File: config.mk
export PLATFORM = sky130hd
export DESIGN_NAME = rmf_front
export DESIGN_NICKNAME = d
export VERILOG_FILES = /design/src/rtl/rmf_pkg.sv /design/src/rtl/rmf_front.sv
export SDC_FILE = /design/constraint.sdc
export NUM_CORES = 1
export LEC_CHECK = 0
export ABC_AREA = 0
export ABC_CLOCK_PERIOD_IN_PS = 3350
export BUFFER_PORTS_ARGS = -buffer_cell sky130_fd_sc_hd__clkbuf_2
export CORE_MARGIN = 10
export CORE_UTILIZATION = 54
export CTS_BUF_LIST = sky130_fd_sc_hd__clkbuf_4 sky130_fd_sc_hd__clkbuf_8
export DETAILED_ROUTE_END_ITERATION = 8
export PLACE_DENSITY = 0.85
export SLEW_MARGIN = 0
export SYNTH_ARGS = -nofsm -noshare
export SYNTH_HDL_FRONTEND = slang
export SYNTH_SLANG_ARGS = --single-unit
File: constraint.sdc
create_clock -name clk -period 3.35 [get_ports clk]
set_clock_uncertainty 0.2 [all_clocks]
set_input_delay 0.1675 -clock clk [delete_from_list [all_inputs] [get_ports clk]]
set_output_delay 0.1675 -clock clk [all_outputs]
set_load 0.01 [all_outputs]
File: src/rtl/rmf_pkg.sv
`timescale 1ns / 1ps
package rmf_pkg;
    localparam int MAX_WIDTH = 256;
    localparam int MAX_HEIGHT = 256;
    localparam int WINDOW_SIZE = 3;
    localparam int WIN_N = WINDOW_SIZE * WINDOW_SIZE;
    localparam int COL_W = $clog2(MAX_WIDTH);
    localparam int ROW_W = $clog2(MAX_HEIGHT);
    localparam int DIM_W = COL_W + 1;
    localparam int HDIM_W = ROW_W + 1;
    localparam int ADDR_W = COL_W + ROW_W;
    localparam int PIX_W = 24;
    localparam int QUEUE_DEPTH = 2;
    localparam int QPTR_W = 1;
    localparam int CFG_IDX_W = 1;
    localparam int CFG_DATA_W = 9;
    localparam logic [CFG_IDX_W-1:0] REG_WIDTH = 1'b0;
    localparam logic [CFG_IDX_W-1:0] REG_HEIGHT = 1'b1;
    localparam logic FUNC_LOAD = 1'b0;
    localparam logic FUNC_EMIT = 1'b1;

    typedef struct packed {
        logic             emit;
        logic [COL_W-1:0] col;
        logic [ROW_W-1:0] row;
        logic [PIX_W-1:0] pix;
        logic             last;
    } cmd_t;

    typedef struct packed {
        logic [COL_W-1:0] w_m1;
        logic [ROW_W-1:0] h_m1;
    } geom_t;

    function automatic logic [7:0] med9(input logic [WIN_N*8-1:0] v);
        logic [7:0] a [WIN_N];
        logic [7:0] t;
        for (int i = 0; i < WIN_N; i++) a[i] = v[i*8 +: 8];
        for (int p = 0; p < WIN_N; p++)
            for (int i = (p % 2); i + 1 < WIN_N; i = i + 2)
                if (a[i] > a[i+1])
                begin
                    t = a[i];
                    a[i] = a[i+1];
                    a[i+1] = t;
                end
        return a[WIN_N/2];
    endfunction
endpackage

File: src/rtl/rmf_front.sv
`timescale 1ns / 1ps
module rmf_front (
    input  logic                       clk,
    input  logic                       rst_n,
    input  logic                       cfg_valid,
    output logic                       cfg_ready,
    input  logic [rmf_pkg::CFG_IDX_W-1:0] cfg_index,
    input  logic [rmf_pkg::CFG_DATA_W-1:0] cfg_data,
    input  logic                       in_valid,
    output logic                       in_ready,
    input  logic                       func,
    input  logic [7:0]                 in_red,
    input  logic [7:0]                 in_green,
    input  logic [7:0]                 in_blue,
    output logic                       q_valid,
    input  logic                       q_ready,
    output rmf_pkg::cmd_t              q_cmd,
    output rmf_pkg::geom_t             geom
);
    import rmf_pkg::*;
    logic [CFG_DATA_W-1:0] w_reg, h_reg;
    logic [COL_W-1:0] lcol_reg, ecol_reg;
    logic [ROW_W-1:0] lrow_reg, erow_reg;
    logic loaded_reg;
    cmd_t q_reg [QUEUE_DEPTH];
    logic [QPTR_W-1:0] wp_reg, rp_reg;
    logic [QPTR_W:0] cnt_reg;
    logic [COL_W-1:0] wm1;
    logic [ROW_W-1:0] hm1;
    logic acc, push, pop, lend_c, lend_r, eend_c, eend_r;
    cmd_t c;

    always_comb
    begin
        if (w_reg == '0) wm1 = '0;
        else if (w_reg > CFG_DATA_W'(MAX_WIDTH)) wm1 = COL_W'(MAX_WIDTH - 1);
        else wm1 = COL_W'(w_reg - 1'b1);
        if (h_reg == '0) hm1 = '0;
        else if (h_reg > CFG_DATA_W'(MAX_HEIGHT)) hm1 = ROW_W'(MAX_HEIGHT - 1);
        else hm1 = ROW_W'(h_reg - 1'b1);
    end
    assign geom = '{w_m1: wm1, h_m1: hm1};
    assign cfg_ready = 1'b1;
    assign in_ready = cnt_reg != (QPTR_W+1)'(QUEUE_DEPTH);
    assign acc = in_valid && in_ready;
    assign lend_c = lcol_reg == wm1;
    assign lend_r = lrow_reg == hm1;
    assign eend_c = ecol_reg == wm1;
    assign eend_r = erow_reg == hm1;
    assign push = acc && (func == FUNC_LOAD || loaded_reg);
    assign pop = q_valid && q_ready;
    assign q_valid = cnt_reg != '0;
    assign q_cmd = q_reg[rp_reg];

    always_comb
    begin
        c.emit = func;
        c.pix = {in_blue, in_green, in_red};
        if (func == FUNC_LOAD)
        begin
            c.col = lcol_reg;
            c.row = lrow_reg;
            c.last = 1'b0;
        end
        else
        begin
            c.col = ecol_reg;
            c.row = erow_reg;
            c.last = eend_c && eend_r;
        end
    end

    always_ff @(posedge clk)
        if (push) q_reg[wp_reg] <= c;

    always_ff @(posedge clk or negedge rst_n)
    begin
        if (!rst_n)
        begin
            w_reg <= CFG_DATA_W'(256);
            h_reg <= CFG_DATA_W'(256);
            lcol_reg <= '0;
            lrow_reg <= '0;
            ecol_reg <= '0;
            erow_reg <= '0;
            loaded_reg <= 1'b0;
            wp_reg <= '0;
            rp_reg <= '0;
            cnt_reg <= '0;
        end
        else
        begin
            if (push) wp_reg <= wp_reg + 1'b1;
            if (pop) rp_reg <= rp_reg + 1'b1;
            cnt_reg <= cnt_reg + (QPTR_W+1)'(push) - (QPTR_W+1)'(pop);
            if (cfg_valid)
            begin
                if (cfg_index == REG_WIDTH) w_reg <= cfg_data;
                else h_reg <= cfg_data;
                lcol_reg <= '0;
                lrow_reg <= '0;
                ecol_reg <= '0;
                erow_reg <= '0;
                loaded_reg <= 1'b0;
            end
            else if (acc && func == FUNC_LOAD)
            begin
                if (lcol_reg == '0 && lrow_reg == '0)
                begin
                    loaded_reg <= 1'b0;
                    ecol_reg <= '0;
                    erow_reg <= '0;
                end
                if (lend_c)
                begin
                    lcol_reg <= '0;
                    if (lend_r)
                    begin
                        lrow_reg <= '0;
                        loaded_reg <= 1'b1;
                    end
                    else lrow_reg <= lrow_reg + 1'b1;
                end
                else lcol_reg <= lcol_reg + 1'b1;
            end
            else if (push)
            begin
                if (eend_c)
                begin
                    ecol_reg <= '0;
                    erow_reg <= eend_r ? '0 : erow_reg + 1'b1;
                end
                else ecol_reg <= ecol_reg + 1'b1;
            end
        end
    end
endmodule

# [Word-level counts from Yosys, hierarchy flattened]
# Memories as Yosys holds them, arrays and structs flattened.
# Cells that the tools add are included.
[op_classes] addsub=10 n_lt_le_gt_ge=2 muxes=30 n_reduce_logical=21 bitwise_logic=2 n_eq_ne=6
[op_table] operator="2-to-1 mux 8 bit" n=21
[op_table] operator="adder 8 x 1 -> 8 bit, second input constant" n=4
[op_table] operator="== test 8 bit" n=4
[op_table] operator="greater-than comparator 9 bit, second input constant" n=2
[op_table] operator="logical NOT 9 bit" n=2
[op_table] operator="logical NOT 8 bit" n=2
[op_table] operator="2-to-1 mux 16 bit" n=1
[op_table] operator="subtractor 8 x 1 -> 8 bit, second input constant" n=2
[op_table] operator="2-to-1 mux 1 bit" n=8
[op_table] operator="AND reduction 2 bit" n=4
[op_table] operator="logical AND 1 bit" n=6
[op_table] operator="nonzero test 2 bit" n=3
[op_table] operator="nonzero test 3 bit" n=2
[op_table] operator="inequality test 3 x 2 -> 1 bit, second input constant" n=1
[op_table] operator="AND reduction 3 bit" n=1
[op_table] operator="adder 1 bit, second input constant" n=2
[op_table] operator="adder 2 x 1 -> 2 bit" n=1
[op_table] operator="inequality test 2 bit, second input constant" n=1
[op_table] operator="inverter 1 bit" n=2
[op_table] operator="subtractor 2 x 1 -> 2 bit" n=1
[op_table] operator="logical OR 1 bit" n=1
[totals] output_inout_bits=61 word_cells=82 memories=1 ram_bits=84 ff_bits=55 in_bits=40
[memory_table] name="q_reg" depth=2 word_bits=42 rd=1 rd_ports_with_merged_regs=0 write_ports=1 line="rmf_front.sv:25" text="cmd_t q_reg [QUEUE_DEPTH];"

# [Depth between registers and ports, before layout]
[logic_depth] depth_word=9 ltp_mapped=13 ltp_nobuf=10

# [Least setup slack after synthesis]
# No wires, ideal clock.
[synth_timing] path_type="register to register" from="register w_reg[0]" to="register lrow_reg[0]" path_buffers=2 stages_incl_launch_ff=13 synth_period_minus_slack_ns=3.463 setup_slack_ns=-0.113 required_time_ns=3.084 arrival_ns=3.198 setup_time_ns=0.066 cell_sequence="dfrtp_1 clkbuf_1 inv_1 ha_1 or3b_2 o21ai_0 o21ai_0 xnor2_1 nor3b_1 and3_1 buf_4 nor4b_4 mux2_2"
[synth_rtl] item="start: declaration" line="rmf_front.sv:21" text="logic [CFG_DATA_W-1:0] w_reg, h_reg;"
[synth_rtl] item="start signal: assignment" line="rmf_front.sv:98" text="if (cfg_index == REG_WIDTH) w_reg <= cfg_data;"
[synth_rtl] item="end signal: assignment" line="rmf_front.sv:122" text="else lrow_reg <= lrow_reg + 1'b1;"
[synth_rtl] item="end: declaration" line="rmf_front.sv:23" text="logic [ROW_W-1:0] lrow_reg, erow_reg;"

# [Final worst setup path]
[layout_timing] from="register w_reg[0]" to="register lcol_reg[1]"
[layout_between] elab_chain_cells=7 word_cells_on_any_way=9 cone_classes="1 x add/sub; 1 x order compare; 1 x eq/ne; 5 x mux; 1 x reduce/logical"
[layout_rtl] item="subtractor 8 x 1 -> 8 bit / greater-than comparator 9 bit (equally long branches)" line="rmf_front.sv:37, rmf_front.sv:36"
[layout_rtl] item="2-to-1 mux 8 bit" line="rmf_front.sv:36" text="else if (w_reg > CFG_DATA_W'(MAX_WIDTH)) wm1 = COL_W'(MAX_WIDTH - 1);"
[layout_rtl] item="2-to-1 mux 8 bit (*)" line="rmf_front.sv:35" text="if (w_reg == '0) wm1 = '0;"
[layout_rtl] item="== test 8 bit (*)" line="rmf_front.sv:46" text="assign lend_c = lcol_reg == wm1;"
[layout_rtl] item="2-to-1 mux 8 bit (*)" line="rmf_front.sv:114" text="if (lend_c)"
[layout_rtl] item="2-to-1 mux 8 bit (*)" line="rmf_front.sv:106" text="else if (acc && func == FUNC_LOAD)"
[layout_rtl] item="2-to-1 mux 8 bit (*)" line="rmf_front.sv:96" text="if (cfg_valid)"
[layout_rtl] item="end signal: assignment" line="rmf_front.sv:124" text="else lcol_reg <= lcol_reg + 1'b1;"
[layout_rtl] item="end: declaration" line="rmf_front.sv:22" text="logic [COL_W-1:0] lcol_reg, ecol_reg;"
# Mark *: on every way between the ends. The rest lies on a longest branch, timed or not. The select of a mux whose other input is x is not followed.
# A chain may end at the register's enable or synchronous reset.

==> run summary <==
- final hold viol count: 0
- Register-to-Register Path Depth: 12
- final clock period utilization by the worst path: 97.3%
- met2 global-route usage: 33.1%
- routed length per placed instance: 19.2 um
- register area share after synthesis: 51.9%
- Worst Setup Start Kind: flip-flop
- synthesized area: 7520 sq um
- maximum root-to-sink buffer count: 2
- final setup fails: 0
- antenna-violating nets left: 0
- number of storage elements in the synthesis netlist: 139
- clock root cell: clkbuf_8
- minimum clock period after layout: 3.26 ns
- Net count, final: 879
- largest net degree at the start of global routing: 44
- drt initial violations: 469
- via total after detailed routing: 6132
- power per unit of standard cell area: 557 nW/um^2
- weighted congestion reported at the end of routability-driven placement: 0.978
- max-slew violation count: 0
- count of H-tree levels built during CTS: 4
- clock-pin slew of the registers on the worst-case setup and hold paths: 0.08 ns
- top cell types by occurrence after synthesis: edfxtp_1, mux2_2, dfrtp_1, nor2_1, nand2_1
- first-pass detailed-route iteration total: 5
- arrival time at the worst endpoint: 3.38 ns
- initial antenna violation count: 0
- number of flip-flops in the largest register: 84
- I/O pin count: 101
- count of flip-flops with a built-in enable after synthesis: 84
- run status: completed
- cell with the most instances after synthesis: edfxtp_1
- Rel. slew slack: 35.3%
- top post-synthesis cells by area: edfxtp_1, dfrtp_1, mux2_2
- starting density of the core: 54.6%
- WS Path Type: flip-flop to flip-flop
- Max Cap Viol: 0
- all-layer global routing usage: 20.1%
- clock latency on the worst-skew pair: 0.45 ns
- total clock sinks: 139
- HPWL reported at the end of detailed placement: 14.1 mm
- Core Util, Final: 67.7%
- growth of design area from synthesis to finish: 24.0%
- first-pass GRT wire length: 32.0 mm
- height of the die: 138 um
- routed vias/inst: 6.00
- Hold Crit Class: input pin to asynchronous set/reset pin
- met1 demand-to-capacity share in global routing: 25.8%
- data required time of the critical path: 3.47 ns
- number of rows created at floorplan: 43
- area enclosed by the die boundary: 19000 sq um
- share of Yosys cell area claimed by the top area cell type: 33.5%
- number of instances in the synthesized netlist: 666
- net count of the mapped netlist: 716
- width of the die: 138 um
- CORE AREA: 13800 sq um
- vias in the first global route: 6128
- Top Usage Layer GRT: met2
- Least-Margin Pin Slew: 0.970 ns
- worst slack at placement: -0.0621 ns
- clock tree from TritonCTS: done
- Fmax achieved: 307 MHz
- crit path setup slack, layout: 0.0912 ns
- final hold slack: 0.0904 ns
- Antenna Cells: 0
- average cell area after synthesis: 11.3 sq um
- placed instance count: 947
- library cells used by synthesis: 77
- top fanout value on the critical path: 7
- category of the worst setup path capture point: flip-flop
- count of non-filler cells in the finished layout: 1022
- Inserted Clock Buffers: 17
- fraction of final layout cells with drive strength greater than 1: 35.2%
- count of port buffers added during placement: 99
- sum of overflow across all layers after global routing: 0
- overall routed net length: 19.6 mm
- Final Total Pwr: 5.19 mW
- Max IR drop VDD: 0.000377 V
- number of remaining DRC errors: 0
- reg-to-reg startpoint: w_reg[0]
- Synthesis Warnings: 0
- static leakage: 3.79 nW
- met3 Resource Use GR: 4.11%
- Post-synth top flop: edfxtp_1
- asr flop ratio synth: 39.6%
- cell accounting for the most synthesized area: edfxtp_1
- CP Launch Point: w_reg[0]
==> worst max-delay path, cell delays in order (launching register included) <==
cell,delay (ns)
dfrtp_1,0.39
inv_2,0.10
ha_4,0.14
buf_4,0.13
nor3b_4,0.28
a21boi_0,0.25
o41ai_1,0.50
a22oi_1,0.15
a21oi_1,0.23
and3_1,0.25
buf_4,0.18
a2bb2oi_1,0.23
nor2_1,0.08
==> through the flow <==
stage	instance area, sq um	TNS [ns]
2_1_floorplan	7530	0
3_3_place_gp	8440	0
3_5_place_dp	8440	-0.104
4_1_cts	9240	0
5_1_grt	9330	-0.0917
6_report	9330	0
==> per-layer routing <==
metal  part of all wire, %  wire length (um)
met5                     0                 0
met4                   1.5               289
met3                   7.6              1490
met2                    49              9590
met1                    42              8230
==> timing repair <==
item | CTS | global route
setup endpoints to repair | 2 | 25
setup buffers | 0 | 3
hold endpoints to repair | 93 | 0
gates resized for setup | 5 | 18
hold buffers | 40 | 0
pin swaps | 2 | 8
==> where the power goes <==
group | switching, mW | internal (mW)
logic | 0.867 | 0.784
clock network | 0.684 | 0.611
registers | 0.215 | 2.03
total | 1.77 | 3.43
==> final timing paths <==
kind                                      to  slack, ns
worst max-delay path             lcol_reg[1]       0.09
worst min-delay path             erow_reg[2]       0.09
worst max register to register   lcol_reg[1]       0.09
worst min register to register    cnt_reg[1]       0.30
max in group asynchronous             rp_reg       2.10
min in group clk                q_reg[0][41]       0.20
==> layout by cell type (no fill, tap or decap), types with 5 or more instances in the layout <==
cell type / instances
nand4_1: 5
xor2_1: 12
nand3_1: 20
and3_1: 8
clkbuf_8: 17
o22ai_1: 7
ha_1: 8
nor2_1: 48
nor2b_1: 9
nand2_1: 37
mux2_2: 70
o21ai_0: 24
edfxtp_1: 84
dfrtp_1: 52
or2_2: 10
nand3b_1: 5
nand2b_1: 14
a21oi_1: 15
a211oi_1: 7
clkbuf_2: 99
xnor2_1: 11
dlygate4sd3_1: 40
nor3_1: 17
inv_1: 27
a31oi_1: 8
buf_4: 41
a21o_1: 9
nor4_1: 9
or3_1: 5
==> logic make-up (layout without fill, tap and decap cells) <==
kind of cell    count (synthesis)  in the layout  share of synthesized area [%]
fa+ha+maj                      10             10                           1.66
buf+inv                        67            243                           3.58
mux                            72             72                           10.7
compound gates                130            130                           12.4
flops                         139            139                           51.9
other cells                     1              1                         0.0499
simple gates                  222            222                           16.7
xor+xnor                       25             25                           3.01
==> cell type report <==
class / instances / area [sq um]
clock buffer: 18 / 241
clock inverter: 14 / 138
sequential: 139 / 3900
tap: 180 / 225
multi-input combinational: 460 / 3470
inverter: 29 / 109
fill: 979 / 4450
timing repair buffer: 182 / 1240
(Power assumes the default switching activity.)
